[config.mk]
export PLATFORM = sky130hd
export DESIGN_NAME = pps_ctrl
export DESIGN_NICKNAME = d
export VERILOG_FILES = /design/src/sv/pps_pkg.sv /design/src/sv/pps_ctrl.sv
export SDC_FILE = /design/constraint.sdc
export NUM_CORES = 1
export LEC_CHECK = 0
export BUFFER_PORTS_ARGS = -buffer_cell sky130_fd_sc_hd__clkbuf_2
export CAP_MARGIN = 40
export CORE_AREA = 2 2 39 41
export CTS_CLUSTER_SIZE = 28
export DETAILED_ROUTE_END_ITERATION = 12
export DIE_AREA = 0 0 41 43
export SYNTH_ARGS = -nofsm -noshare
export SYNTH_HDL_FRONTEND = slang
export SYNTH_SLANG_ARGS = --single-unit
[constraint.sdc]
create_clock -name clock -period 3.2 [get_ports clock]
set_input_delay 0.64 -clock clock [delete_from_list [all_inputs] [get_ports clock]]
set_output_delay 0.64 -clock clock [all_outputs]
set_load 0.005 [all_outputs]
[src/sv/pps_pkg.sv]
// pps_pkg: types, codes and defaults shared by the priority scheduler
// no dependencies; compiled first
`default_nettype none

package pps_pkg;

   // default number of task slots
   localparam int TASK_SLOTS_DEFAULT = 16;

   // request commands
   localparam logic CMD_LOAD = 1'b0;
   localparam logic CMD_TICK = 1'b1;

   typedef logic [7:0]  id_type;
   typedef logic [7:0]  prio_type;
   typedef logic [15:0] time_type;

   // result status codes
   typedef enum logic [2:0] {
      RSP_LOADED   = 3'd0,
      RSP_FULL     = 3'd1,
      RSP_IDLE     = 3'd2,
      RSP_RAN      = 3'd3,
      RSP_FINISHED = 3'd4
   } status_type;

   // controller states
   typedef enum logic [2:0] {
      CS_IDLE,
      CS_FIND,
      CS_SCAN,
      CS_DRAIN,
      CS_COMMIT
   } ctl_state_type;

   // one stored task
   typedef struct packed {
      id_type   task_id;
      prio_type priority_val;
      time_type arrival;
      time_type remaining;
      time_type length;
      time_type load_order;
   } entry_type;

   // latched load fields
   typedef struct packed {
      id_type   task_id;
      prio_type priority_req;
      time_type arrival_time;
      time_type run_length;
   } req_type;

   // result payload
   typedef struct packed {
      status_type status;
      id_type     chosen_id;
      time_type   slot_time;
      time_type   finish_time;
      time_type   turnaround;
      time_type   finished_length;
   } rsp_type;

   // controller to datapath
   typedef struct packed {
      logic latch_req;
      logic scan_clear;
      logic find_step;
      logic scan_step;
      logic load_done;
      logic tick_done;
   } cmd_type;

   // datapath to controller
   typedef struct packed {
      logic idx_last;
      logic slot_free;
      logic rsp_free;
   } sts_type;

endpackage

`default_nettype wire

[src/sv/pps_ctrl.sv]
// pps_ctrl: sequencing state machine of the priority scheduler
// depends on pps_pkg; drives pps_datapath through cmd_type / sts_type
`default_nettype none

module pps_ctrl
   import pps_pkg::*;
(
   input  wire logic    clock,
   input  wire logic    reset,
   input  wire logic    req_valid,
   input  wire logic    req_command,
   output logic         req_ready,
   input  wire sts_type sts,
   output cmd_type      cmd
);

   ctl_state_type state_ff, state_in;

   // state register
   always_ff @(posedge clock) begin
      if (reset) begin
         state_ff <= CS_IDLE;
      end else begin
         state_ff <= state_in;
      end
   end

   // next state and commands
   always_comb begin
      state_in  = state_ff;
      cmd       = '0;
      req_ready = 1'b0;
      case (state_ff)
         CS_IDLE: begin
            req_ready = 1'b1;
            if (req_valid) begin
               cmd.latch_req  = 1'b1;
               cmd.scan_clear = 1'b1;
               state_in       = (req_command == CMD_TICK) ? CS_SCAN : CS_FIND;
            end
         end
         // walk the valid bits for the lowest free slot
         CS_FIND: begin
            if (sts.slot_free || sts.idx_last) begin
               if (sts.rsp_free) begin
                  cmd.load_done = 1'b1;
                  state_in      = CS_IDLE;
               end
            end else begin
               cmd.find_step = 1'b1;
            end
         end
         // one slot read per cycle
         CS_SCAN: begin
            cmd.scan_step = 1'b1;
            if (sts.idx_last) begin
               state_in = CS_DRAIN;
            end
         end
         // last slot compared here
         CS_DRAIN: begin
            state_in = CS_COMMIT;
         end
         CS_COMMIT: begin
            if (sts.rsp_free) begin
               cmd.tick_done = 1'b1;
               state_in      = CS_IDLE;
            end
         end
         default: begin
            state_in = CS_IDLE;
         end
      endcase
   end

endmodule

`default_nettype wire

==> reports/metrics.cfg, run 1 <==
[floorplanning]
core_sq_um=1380
io_pins=14
std_cell_rows=14
fp.dieH_um=43
dieArea_sq_um=1760
fp.dieW_um=41
initial_core_util_pct=17.9

[run_status]
status=completed

[power_and_ir_drop]
ir_worst_vdd_v=0.000175
p_per_area_nw_per_um2=666
switching_share_pct=36.5
seqPwrFrac_pct=29.1
comb_power_share_pct=41.4
p_leak_nw=0.148
switching_power_w=0.0000814
power_w=0.000223
p_int_w=0.000142
clock_power_share_pct=29.5

[timing]
tns_ps=0
hold_viol_final=0
tightest_slew_ps=318
fin_ws_ps=1270
clock_skew_ps=1.58
period_minus_slack_ps=1930
setup_violations=0
hold_ws_ps=586
maxSlewViolCount=0
fin_crit_sh_pct=60.4
max_slew_margin_pct=78.2
max_freq_mhz=518
rsz0062_at_grt=false

[placed_design]
place_congestion=0.646
dpl.hpwl_um=466
place_ws_ps=1350
io_buffers=13

[logic_synthesis]
synth_warnings=0
synth_top_area_share_pct=24.2
netlist_instances=31
ys_seq_area_share_pct=24.2
synth_area_leaders=dfxtp_1 (24%), nor4b_1 (7.1%), nor3_1 (6.1%)
ys_ff_latch=3
synth_area_leader_cell=dfxtp_1
synth.distinct_cells=20
netlist_area_sq_um=248
syn_nets=38
syn_avg_cell_area_sq_um=7.99

[clocking]
cts_max_level=1
cts_sinks=3
post-cts-setup-buffers=0
cts.path.max_buffers=2
clkTransAtPathRegs_ps=40
insertion_delay_ps=230
clockRootBuffer=clkbuf_4
hold_buffers=0
cts-resized-gates=0
numCtsBuffers=3
cts_tree=built

[critical_path]
reg2reg_slack_ps=1870
worstPathArrival_ps=1290
r2r_start=state_ff[1]$_SDFFE_PP0P_
timing.rr.end=state_ff[0]$_SDFFE_PP0P_
critical_path.endpoint=cmd[3]
rr_worst_depth=3
end_kind=output port
cp-startpoint=state_ff[1]$_SDFFE_PP0P_
worst-path-max-fanout=8
cp.required_ps=2560
cp-start-kind=flip-flop
crit_type=reg -> out

[global_route]
grt_usage_pct=8.33
antenna_found_initial=0
grt_overflow=0
grt_pass1_vias=233
grt_pass1_wl_um=938
grt_start_max_net_pins=11

[layout]
nets=53
largest-register=state_ff
final_util_pct=24.2
diodes=0
drive_gt1_share_pct=40.0
area_delta_synth_final_pct=35.4
largest_reg_flops=3
reg_top3=state_ff x3

[job]
drv_cap=0

[routing]
vias=274
finalWirelength_um=597
dr.first_iter.drc_count=8
routedWlPerCell_um=9.79
post_drt_via_cell_ratio=4.49
antenna_left=0
route.detailed.drc=0
drt_first_pass_iters=4

[min_path]
hp-class=reg -> reg

## critical path: stages, from the launching register on
cell and delay [ps]:
dfxtp_1 370, or2_4 300, nor4b_1 230, clkbuf_2 160
## metrics by stage
| stage | cell area (sq um) | instances |
|---|---|---|
| floorplan | 248 | 31 |
| global placement | 309 | 57 |
| detailed placement | 309 | 57 |
| CTS | 335 | 61 |
| global route | 335 | 61 |
| finish | 335 | 61 |
## layer usage
layer  routed length [um]  global-route usage, %  vias to the layer above
li1                     -                      -                      142
met1                  239                   9.65                      123
met2                  317                   10.9                        9
met3                   41                   3.14                        0
met4                    0                   8.00                        0
met5                    0                      0                        -
## placed cells by master, fill, tap and decap left out
cell type,n
a2111oi_0,1
a21oi_1,2
a31oi_1,1
and2_1,1
and3_1,1
clkbuf_1,1
clkbuf_2,13
clkbuf_4,3
dfxtp_1,3
inv_1,2
mux2_1,1
nand2_1,1
nand3b_1,2
nor2_1,3
nor3_1,3
nor4b_1,2
o21a_1,2
o221ai_2,1
o22ai_1,1
or2_4,1
## cell usage after synthesis (all sizes together)
cell,number
buf,3
dfxtp,3
nor2,3
nor3,3
a21oi,2
inv,2
nand3b,2
nor4b,2
o21a,2
a2111oi,1
a31oi,1
and2,1
and3,1
mux2,1
nand2,1
o221ai,1
o22ai,1
or2,1
## worst min-delay path by stage
stage                                   startpoint                  endpoint  slack, ps  cells after the start
after floorplan           state_ff[1]$_SDFFE_PP0P_  state_ff[2]$_SDFFE_PP0P_        570                      3
after global placement    state_ff[1]$_SDFFE_PP0P_  state_ff[2]$_SDFFE_PP0P_        580                      2
after detailed placement  state_ff[1]$_SDFFE_PP0P_  state_ff[2]$_SDFFE_PP0P_        580                      2
after CTS                 state_ff[1]$_SDFFE_PP0P_  state_ff[2]$_SDFFE_PP0P_        590                      2
after global routing      state_ff[1]$_SDFFE_PP0P_  state_ff[2]$_SDFFE_PP0P_        620                      2
final                     state_ff[1]$_SDFFE_PP0P_  state_ff[2]$_SDFFE_PP0P_        590                      2
## area by class of cell
class / instances / area (sq um)
Fill cell: 161 / 1050
Tap cell: 16 / 20.0
Clock buffer: 4 / 26.3
Multi-Input combinational cell: 23 / 156
Sequential cell: 3 / 60.1
Inverter: 2 / 7.51
Timing Repair Buffer: 13 / 65.1
## cells by family after synthesis
logic type	count (synthesis)	share of synthesized area, %
buf+inv	5	12.6
flops	3	24.2
mux	1	4.55
simple gates	14	33.8
compound gates	8	24.7
## power by group through the flow
stage | clock network, W | registers, W | logic, W
floorplan | 0 | 0.0000502 | 0.0000888
global placement | 0 | 0.0000653 | 0.0000929
detailed placement | 0 | 0.0000652 | 0.0000937
CTS | 0.0000696 | 0.0000646 | 0.0000939
global route | 0.0000741 | 0.0000672 | 0.000105
finish | 0.0000658 | 0.0000650 | 0.0000924
Power figures use the tool's default switching activity.
==> run 2: changes to the inputs <==
==> constraint.sdc (replaced) <==
create_clock -name clock -period 1.8 [get_ports clock]
set_input_delay 0.36 -clock clock [delete_from_list [all_inputs] [get_ports clock]]
set_output_delay 0.36 -clock clock [all_outputs]
set_load 0.005 [all_outputs]
==> run 2 against run 1 <==
Compared with the run above:
- setup slack got worse by 1100 ps
- power increased by 77%
- non-clock buffer count unchanged
- critical endpoint unchanged
- critical path type unchanged
- sequential cell count unchanged
==> reports/metrics.cfg, run 2 (synthesis gave the netlist of run 1 again) <==
[routing]
dr.first_iter.drc_count=5  ; was 8
routedWlPerCell_um=9.41  ; was 9.79 um
drt_first_pass_iters=2  ; was 4
finalWirelength_um=574  ; was 597 um
post_drt_via_cell_ratio=4.54  ; was 4.49
vias=277  ; was 274
antenna_left=0  ; unchanged
route.detailed.drc=0  ; unchanged

[clocking]
cts_sinks=3  ; unchanged
cts.path.max_buffers=2  ; unchanged
clkTransAtPathRegs_ps=40  ; about the same
numCtsBuffers=3  ; unchanged
clockRootBuffer=clkbuf_4  ; unchanged
cts_tree=built  ; unchanged
post-cts-setup-buffers=0  ; unchanged
cts-resized-gates=0  ; unchanged
cts_max_level=1  ; unchanged
hold_buffers=0  ; unchanged
insertion_delay_ps=230  ; about the same

[layout]
area_delta_synth_final_pct=35.4  ; unchanged
register_area_sq_um=60.1  ; unchanged
drive_gt1_share_pct=40.0  ; unchanged
mostFrequentLayoutCell=clkbuf_2  ; unchanged
diodes=0  ; unchanged
nets=53  ; unchanged
multi_input_area_sq_um=156  ; unchanged
fin_area_sq_um=335  ; unchanged
final_util_pct=24.2  ; unchanged
largest-register=state_ff  ; unchanged
fillers=164  ; was 161
largest_reg_flops=3  ; unchanged
layout_common_cells=clkbuf_2 (13), nor3_1 (3), nor2_1 (3), clkbuf_4 (3), dfxtp_1 (3)  ; unchanged
reg_top3=state_ff x3  ; unchanged

[run_status]
status=completed  ; unchanged

[critical_path]
worstPathArrival_ps=1290  ; about the same
crit_type=reg -> out  ; unchanged
end_kind=output port  ; unchanged
cp-start-kind=flip-flop  ; unchanged
cp.required_ps=1440  ; was 2560 ps
worst-path-max-fanout=8  ; unchanged
rr_worst_depth=3  ; unchanged

[floorplanning]
initial_core_util_pct=17.9  ; unchanged
fp.dieH_um=43  ; unchanged
core_sq_um=1380  ; unchanged
io_pins=14  ; unchanged
std_cell_rows=14  ; unchanged
fp.dieW_um=41  ; unchanged
dieArea_sq_um=1760  ; unchanged

[timing]
setup_violations=0  ; unchanged
fin_crit_sh_pct=91.5
hold_ws_ps=360  ; was 586 ps
max_freq_mhz=607
hold_viol_final=0  ; unchanged
tightest_slew_ps=297  ; was 318 ps
tns_ps=0  ; unchanged
period_minus_slack_ps=1650
clock_skew_ps=0.312  ; was 1.58 ps
rsz0062_at_grt=false  ; unchanged
maxSlewViolCount=0  ; unchanged
fin_ws_ps=154  ; was 1270 ps
max_slew_margin_pct=79.7  ; was 78.2%

[job]
drv_cap=0  ; unchanged

[global_route]
grt_pass1_vias=225  ; was 233
grt_start_max_net_pins=11  ; unchanged
grt_usage_pct=7.82  ; was 8.33%
grt_overflow=0  ; unchanged
antenna_found_initial=0  ; unchanged
grt_pass1_wl_um=924  ; was 938 um

[min_path]
hp-class=in -> reg  ; was reg -> reg
hold_depth=2  ; unchanged

[power_and_ir_drop]
p_leak_nw=0.148  ; unchanged
ir_worst_vdd_v=0.000349  ; was 0.000175 V
p_per_area_nw_per_um2=1180  ; was 666 nW/um^2

[placed_design]
io_buffers=13  ; unchanged
place_congestion=0.751  ; was 0.646
place_ws_ps=388  ; was 1350 ps
dpl.hpwl_um=455  ; was 466 um
placed_area_sq_um=309  ; unchanged

## run 2: cell counts in the layout (fill, tap and decap cells not counted)
No cell type changed its count.
## run 2: final cells by class
class	count	share of cell area, %
Clock buffer	4	7.84
Inverter	2	2.24
Multi-Input combinational cell	23	46.6
Sequential cell	3	17.9
Tap cell	16	5.97
Timing Repair Buffer	13	19.4
## run 2: metrics by stage
| step | instances | power [W] |
|---|---|---|
| after floorplan | 31 | 0.000247 |
| after global placement | 57 | 0.000279 |
| after detailed placement | 57 | 0.000281 |
| after CTS | 61 | 0.000406 |
| after global routing | 61 | 0.000436 |
| final | 61 | 0.000395 |
## run 2: worst max-delay path, stage by stage (launching register included)
cell	delay, ps
dfxtp_1	360
or2_4	300
nor4b_1	240
clkbuf_2	160
## run 2: final timing paths
path	startpoint	to	slack, ps
max	state_ff[1]$_SDFFE_PP0P_	cmd[3]	150
min reg2reg	state_ff[1]$_SDFFE_PP0P_	state_ff[2]$_SDFFE_PP0P_	580
max reg2reg	state_ff[1]$_SDFFE_PP0P_	state_ff[0]$_SDFFE_PP0P_	490
min	reset	state_ff[2]$_SDFFE_PP0P_	360
## run 2: layer usage
metal  part of all wire (%)  global-route usage (%)
met1                     43                    9.29
met4                    2.4                    6.00
met2                     48                    11.3
met3                    6.3                    2.09
met5                      0                       0
## run 2: report_power, final
part / internal [W] / switching (W)
combinational: 0.0000867 / 0.0000766
sequential: 0.0000826 / 0.0000313
clock: 0.0000831 / 0.0000349
