[config.mk]
export PLATFORM = sky130hd
export DESIGN_NAME = pps_datapath
export DESIGN_NICKNAME = d
export VERILOG_FILES = /design/src/sv/pps_pkg.sv /design/src/sv/pps_datapath.sv
export SDC_FILE = /design/constraint.sdc
export NUM_CORES = 2
export LEC_CHECK = 0
export CAP_MARGIN = 20
export CORE_MARGIN = 2
export CORE_UTILIZATION = 50
export DETAILED_ROUTE_END_ITERATION = 8
export DONT_BUFFER_PORTS = 1
export GPL_ROUTABILITY_DRIVEN = 0
export PLACE_DENSITY = 0.7
export SYNTH_ARGS = -nofsm -noshare
export SYNTH_HDL_FRONTEND = slang
export SYNTH_SLANG_ARGS = --single-unit
export TNS_END_PERCENT = 20
[constraint.sdc]
create_clock -name clock -period 29.1 [get_ports clock]
set_input_delay 5.82 -clock clock [delete_from_list [all_inputs] [get_ports clock]]
set_output_delay 5.82 -clock clock [all_outputs]
set_load 0.005 [all_outputs]
[src/sv/pps_pkg.sv]
// pps_pkg: types, codes and defaults shared by the priority scheduler
// no dependencies; compiled first
`default_nettype none

package pps_pkg;

   // default number of task slots
   localparam int TASK_SLOTS_DEFAULT = 16;

   // request commands
   localparam logic CMD_LOAD = 1'b0;
   localparam logic CMD_TICK = 1'b1;

   typedef logic [7:0]  id_type;
   typedef logic [7:0]  prio_type;
   typedef logic [15:0] time_type;

   // result status codes
   typedef enum logic [2:0] {
      RSP_LOADED   = 3'd0,
      RSP_FULL     = 3'd1,
      RSP_IDLE     = 3'd2,
      RSP_RAN      = 3'd3,
      RSP_FINISHED = 3'd4
   } status_type;

   // controller states
   typedef enum logic [2:0] {
      CS_IDLE,
      CS_FIND,
      CS_SCAN,
      CS_DRAIN,
      CS_COMMIT
   } ctl_state_type;

   // one stored task
   typedef struct packed {
      id_type   task_id;
      prio_type priority_val;
      time_type arrival;
      time_type remaining;
      time_type length;
      time_type load_order;
   } entry_type;

   // latched load fields
   typedef struct packed {
      id_type   task_id;
      prio_type priority_req;
      time_type arrival_time;
      time_type run_length;
   } req_type;

   // result payload
   typedef struct packed {
      status_type status;
      id_type     chosen_id;
      time_type   slot_time;
      time_type   finish_time;
      time_type   turnaround;
      time_type   finished_length;
   } rsp_type;

   // controller to datapath
   typedef struct packed {
      logic latch_req;
      logic scan_clear;
      logic find_step;
      logic scan_step;
      logic load_done;
      logic tick_done;
   } cmd_type;

   // datapath to controller
   typedef struct packed {
      logic idx_last;
      logic slot_free;
      logic rsp_free;
   } sts_type;

endpackage

`default_nettype wire

[src/sv/pps_datapath.sv]
// pps_datapath: slot memory, valid bits, scan and selection, time, result register
// depends on pps_pkg; commanded by pps_ctrl
`default_nettype none

module pps_datapath
   import pps_pkg::*;
#(
   parameter int TASK_SLOTS = TASK_SLOTS_DEFAULT
)(
   input  wire logic    clock,
   input  wire logic    reset,
   input  wire cmd_type cmd,
   output sts_type      sts,
   input  wire req_type req_in,
   input  wire logic    rsp_ready,
   output logic         rsp_valid,
   output rsp_type      rsp_data
);

   localparam int IW = $clog2(TASK_SLOTS);

   entry_type          slot_mem [TASK_SLOTS];
   logic [TASK_SLOTS-1:0] valid_ff;
   req_type            req_ff;
   logic [IW-1:0]      idx_ff;
   logic [IW-1:0]      rd_idx_ff;
   logic               rd_pend_ff;
   entry_type          rd_data_ff;
   time_type           time_ff;
   time_type           load_counter_ff;
   logic               found_ff;
   entry_type          best_ff;
   logic [IW-1:0]      best_slot_ff;
   logic               rsp_valid_ff;
   rsp_type            rsp_ff;
   rsp_type            rsp_in;

   logic               mem_we;
   logic [IW-1:0]      mem_waddr;
   entry_type          mem_wdata;
   logic               eligible;
   logic               better;
   time_type           time_next;
   time_type           rem_next;
   time_type           run_len;

   assign sts.idx_last  = (idx_ff == IW'(TASK_SLOTS - 1));
   assign sts.slot_free = !valid_ff[idx_ff];
   assign sts.rsp_free  = !rsp_valid_ff || rsp_ready;
   assign rsp_valid     = rsp_valid_ff;
   assign rsp_data      = rsp_ff;

   assign time_next = (time_ff == '1) ? time_ff : time_ff + 16'd1;
   assign rem_next  = best_ff.remaining - 16'd1;
   assign run_len   = (req_ff.run_length == '0) ? 16'd1 : req_ff.run_length;

   // comparison of the slot read last cycle against the best so far
   always_comb begin
      eligible = valid_ff[rd_idx_ff] && (rd_data_ff.arrival <= time_ff);
      if (!found_ff) begin
         better = 1'b1;
      end else if (rd_data_ff.priority_val != best_ff.priority_val) begin
         better = rd_data_ff.priority_val > best_ff.priority_val;
      end else if (rd_data_ff.arrival != best_ff.arrival) begin
         better = rd_data_ff.arrival < best_ff.arrival;
      end else begin
         better = rd_data_ff.load_order < best_ff.load_order;
      end
   end

   // memory write port: new task on load, updated remaining time on tick
   always_comb begin
      mem_we    = 1'b0;
      mem_waddr = idx_ff;
      mem_wdata = best_ff;
      if (cmd.load_done && sts.slot_free) begin
         mem_we               = 1'b1;
         mem_wdata.task_id    = req_ff.task_id;
         mem_wdata.priority_val = req_ff.priority_req;
         mem_wdata.arrival    = req_ff.arrival_time;
         mem_wdata.remaining  = run_len;
         mem_wdata.length     = run_len;
         mem_wdata.load_order = load_counter_ff;
      end else if (cmd.tick_done && found_ff) begin
         mem_we              = 1'b1;
         mem_waddr           = best_slot_ff;
         mem_wdata.remaining = rem_next;
      end
   end

   // slot memory
   always_ff @(posedge clock) begin
      if (mem_we) begin
         slot_mem[mem_waddr] <= mem_wdata;
      end
   end

   always_ff @(posedge clock) begin
      rd_data_ff <= slot_mem[idx_ff];
      rd_idx_ff  <= idx_ff;
   end

   // request latch and best candidate
   always_ff @(posedge clock) begin
      if (cmd.latch_req) begin
         req_ff <= req_in;
      end
      if (rd_pend_ff && eligible && better) begin
         best_ff      <= rd_data_ff;
         best_slot_ff <= rd_idx_ff;
      end
   end

   // scan control, valid bits, time and load counter
   always_ff @(posedge clock) begin
      if (reset) begin
         valid_ff        <= '0;
         idx_ff          <= '0;
         rd_pend_ff      <= 1'b0;
         found_ff        <= 1'b0;
         time_ff         <= '0;
         load_counter_ff <= '0;
      end else begin
         rd_pend_ff <= cmd.scan_step;
         if (cmd.scan_clear) begin
            idx_ff   <= '0;
            found_ff <= 1'b0;
         end else if (cmd.find_step || cmd.scan_step) begin
            idx_ff <= idx_ff + IW'(1);
         end
         if (rd_pend_ff && eligible) begin
            found_ff <= 1'b1;
         end
         if (cmd.load_done && sts.slot_free) begin
            valid_ff[idx_ff] <= 1'b1;
            load_counter_ff  <= load_counter_ff + 16'd1;
         end
         if (cmd.tick_done) begin
            time_ff <= time_next;
            if (found_ff && (rem_next == '0)) begin
               valid_ff[best_slot_ff] <= 1'b0;
            end
         end
      end
   end

   // result register
   always_ff @(posedge clock) begin
      if (reset) begin
         rsp_valid_ff <= 1'b0;
      end else if (cmd.load_done || cmd.tick_done) begin
         rsp_valid_ff <= 1'b1;
      end else if (rsp_ready) begin
         rsp_valid_ff <= 1'b0;
      end
   end

   // next result payload
   always_comb begin
      rsp_in = '0;
      if (cmd.load_done) begin
         rsp_in.status    = sts.slot_free ? RSP_LOADED : RSP_FULL;
         rsp_in.chosen_id = req_ff.task_id;
      end else begin
         rsp_in.slot_time = time_ff;
         if (!found_ff) begin
            rsp_in.status = RSP_IDLE;
         end else begin
            rsp_in.chosen_id = best_ff.task_id;
            if (rem_next == '0) begin
               rsp_in.status          = RSP_FINISHED;
               rsp_in.finish_time     = time_next;
               rsp_in.turnaround      = time_next - best_ff.arrival;
               rsp_in.finished_length = best_ff.length;
            end else begin
               rsp_in.status = RSP_RAN;
            end
         end
      end
   end

   always_ff @(posedge clock) begin
      if (cmd.load_done || cmd.tick_done) begin
         rsp_ff <= rsp_in;
      end
   end

`ifndef SYNTHESIS
   // a finishing tick frees its slot
   a_finish_frees: assert property (@(posedge clock) disable iff (reset)
      cmd.tick_done && found_ff && (rem_next == '0) |=> !valid_ff[$past(best_slot_ff)])
      else $error("finished task slot still valid");

   // a successful load occupies the slot it found
   a_load_occupies: assert property (@(posedge clock) disable iff (reset)
      cmd.load_done && sts.slot_free |=> valid_ff[$past(idx_ff)])
      else $error("loaded slot not marked valid");

   // time never runs backwards
   a_time_monotonic: assert property (@(posedge clock) disable iff (reset)
      !$past(reset) |-> time_ff >= $past(time_ff))
      else $error("current time decreased");

   // the load counter only moves on a stored load
   a_counter_on_load: assert property (@(posedge clock) disable iff (reset)
      !$past(reset) && (load_counter_ff != $past(load_counter_ff))
         |-> $past(cmd.load_done && sts.slot_free))
      else $error("load counter changed without a stored load");

   // a result is never overwritten while still waiting
   a_no_overwrite: assert property (@(posedge clock) disable iff (reset)
      (cmd.load_done || cmd.tick_done) |-> (!rsp_valid_ff || rsp_ready))
      else $error("result register overwritten before transfer");
`endif

endmodule

`default_nettype wire

==> flow_metrics.py <==
metrics = {
    "sta": {
        "tns_ns": 0,
        "setup_violations": 0,
        "fin_crit_ns": 11.81,
        "timing.fmax_mhz": 84.7,
        "worst_slew_pin_slew_ns": 1.19,
        "slew_headroom_pct": 20.4,
        "slew_violations": 0,
        "skew_ns": 0.0492,
        "min_period_over_period_pct": 40.6,
        "rsz0062_at_grt": "false",
        "final-hold-violation-count": 0,
        "timing.hold.ws_ns": 0.396,
    },
    "global_routing": {
        "grt_antenna_before_repair": 3,
        "overflow": 0,
        "grt_usage_pct": 22.8,
        "grt_pass1_vias": 31696,
        "grt_max_degree": 93,
        "grt_first_pass_wirelength_um": 211000,
    },
    "hold_path": {
        "hp-class": "reg -> reg",
        "hp-start": "rd_data_ff[22]",
        "hold_end": "best_ff[22]",
        "hold-path-cell-count": 0,
    },
    "critical_path": {
        "r2r-end": "slot_mem[1][43]",
        "cpPeakStageDelay_ns": 0.17,
        "timing.rr.start": "idx_ff[1]",
        "cp.required_ns": 23.28,
        "arrival_ns": 5.99,
        "critPathSlowestCell": "nand2b_1",
        "cp-end-kind": "output port",
        "startpoint_type": "input pin",
        "crit_family": "simple AND/OR/NAND/NOR gates",
        "critical_path_class": "in -> out",
        "r2r.worst_path.cells": 9,
        "crit_fanout": 2,
        "crit_chain": "nand2b_1",
        "r2r_slack_ns": 23.01,
        "worst-path-buf-inv": 0,
    },
    "floorplan": {
        "die_width_um": 358,
        "start_util_pct": 50.5,
        "row_count": 129,
        "die-area_mm2": 0.128,
        "die_h_um": 358,
        "ioPinCount": 136,
        "core_area_mm2": 0.124,
    },
    "placement": {
        "port_buffers": 0,
        "dp_hpwl_um": 80400,
    },
    "yosys": {
        "synth_fp_nets": 3220,
        "ys.flop_type": "edfxtp_1",
        "yosysUniqueCellTypes": 58,
        "synth_edf_count": 1487,
        "yosysSeqAreaShare_pct": 75.7,
        "synth-warning-count": 0,
        "syn_inst": 3084,
        "avgSynthCellArea_um2": 20.3,
        "ys_ff_latch": 1626,
        "async_flop_share_pct": 0,
        "syn_area_mm2": 0.0627,
    },
    "clock_tree": {
        "clock_latency_ns": 0.78,
        "cts.sink_count": 1626,
        "cts_buffer_depth": 3,
        "cts_tree": "done",
        "cts-root-buf": "clkbuf_16",
        "clk_pin_slew_worst_paths_ns": 0.06,
        "cts.hold.buffers_added": 0,
        "post_cts_buffers": 0,
        "cts_inserted_buffers": 163,
        "htree_levels": 4,
        "ctsResizeCount": 0,
    },
    "layout": {
        "utilization_pct": 56.9,
        "layout-drive-gt1-share_pct": 23.4,
        "syn_to_final_growth_pct": 12.7,
        "final_common_cell": "edfxtp_1",
        "fin_nets": 3338,
        "layout_common_cells": "edfxtp_1, mux4_2, clkbuf_16",
    },
    "routing": {
        "first_pass_iters": 7,
        "viasPerCell": 6.27,
        "ant_nets": 0,
        "drtIter0Drc": 3966,
        "drc": 0,
        "via_count": 31237,
        "wirelength_um": 145000,
        "wire_per_inst_um": 29.0,
    },
    "power": {
        "total_power_mw": 4.95,
        "power_density_mw_per_mm2": 70.1,
        "leakagePower_nw": 22.7,
        "irDropWorstVdd_uv": 69.3,
    },
    "run": {
        "drv_cap": 0,
    },
    "run_status": {
        "outcome": "completed",
    },
}
[synthesized netlist by cell type (2+ instances only)]
master     instances  area [um^2]
a211o_1            2         17.5
a211oi_1           9         67.6
a21boi_0           2         15.0
a21o_1            17          128
a21oi_1           42          210
a221o_1            2         20.0
a22o_1             8         70.1
a31oi_1           23          144
and2_1             2         12.5
and3_1            47          294
buf_1             50          188
buf_2              9         45.0
clkbuf_1          83          312
dfxtp_1          139         2780
edfxtp_1        1487        44700
ha_1              78          976
inv_1             71          267
mux2_2             2         22.5
mux2i_1            7         70.1
mux4_2           410         9230
nand2_1          169          634
nand2b_1          10         62.6
nand3_1           22          110
nand4_1           23          144
nor2_1           103          387
nor2b_1           11         68.8
nor3_1            23          115
nor3b_1            5         37.5
nor4_1            13         81.3
nor4b_1            2         17.5
o2111ai_1          3         26.3
o211ai_1           5         37.5
o21a_1             5         37.5
o21ai_0           81          405
o21bai_1          13         97.6
o22ai_1            7         43.8
o31ai_1            3         22.5
o32ai_1            8         70.1
or3_1             12         75.1
or3b_2             2         17.5
xnor2_1           42          368
xor2_1            16          140
[state kept, by name (all words and copies together), names as in the netlist, 4 cells and up]
register         count
rd_data_ff          80
best_slot_ff         4
rsp_data            75
slot_mem          1280
load_counter_ff     16
best_ff             80
valid_ff            16
idx_ff               4
time_ff             16
req_ff              48
rd_idx_ff            4
[cell families (layout without fill, tap and decap cells)]
group | Yosys count | after routing | synth area share, %
AO/OA/AOI/OAI | 237 | 237 | 2.37
flip-flops | 1626 | 1626 | 75.7
multiplexers | 419 | 419 | 14.9
adder cells (fa/ha/maj) | 79 | 79 | 1.59
buffers and inverters | 215 | 474 | 1.32
AND/OR/NAND/NOR | 450 | 450 | 3.38
XOR/XNOR | 58 | 58 | 0.810
other | 0 | 2 | 0
[power breakdown]
group | internal [mW] | total [mW] | switching, mW
clock network | 1.21 | 2.08 | 0.867
logic | 0.0909 | 0.221 | 0.130
registers | 2.62 | 2.65 | 0.0310
total | 3.92 | 4.95 | 1.03
[worst max path at each step]
| stage | from | end | slack [ns] | depth (start not counted) |
|---|---|---|---|---|
| 6_report | rsp_ready | sts[0] | 17.29 | 1 |
| 5_1_grt | rsp_ready | sts[0] | 17.27 | 1 |
| 4_1_cts | rsp_ready | sts[0] | 17.29 | 1 |
| 3_5_place_dp | rsp_ready | sts[0] | 17.29 | 1 |
| 3_3_place_gp | rsp_ready | sts[0] | 17.29 | 1 |
| 2_1_floorplan | cmd[1] | slot_mem[3][0] | 15.75 | 5 |
[final cells by class]
type | instances | area (um^2)
clock buffers | 222 | 4600
fillers | 8816 | 53500
clock inverters | 84 | 768
well taps | 1637 | 2050
multi-input cells | 1243 | 14700
flip-flops and latches | 1626 | 47500
inverters | 72 | 272
repair buffers | 96 | 743
diodes | 2 | 5.00
[per-layer routing]
layer | global-route usage (%) | vias up | share of wire [%]
li1 | - | 12865 | -
met1 | 31.7 | 16487 | 39
met2 | 36.9 | 1589 | 49
met3 | 3.79 | 294 | 8.2
met4 | 7.93 | 2 | 3.0
met5 | 0 | - | 0.0090
[stage by stage]
step                      std cells  setup WS (ns)  instance area (um^2)
after floorplan                3084          15.75                 62700
after global placement         4657          17.29                 65100
after detailed placement       4671          17.29                 65200
after CTS                      4977          17.29                 70600
after global routing           4980          17.27                 70600
final                          4982          17.29                 70600
No activity file was read; power rests on OpenSTA's default activity.
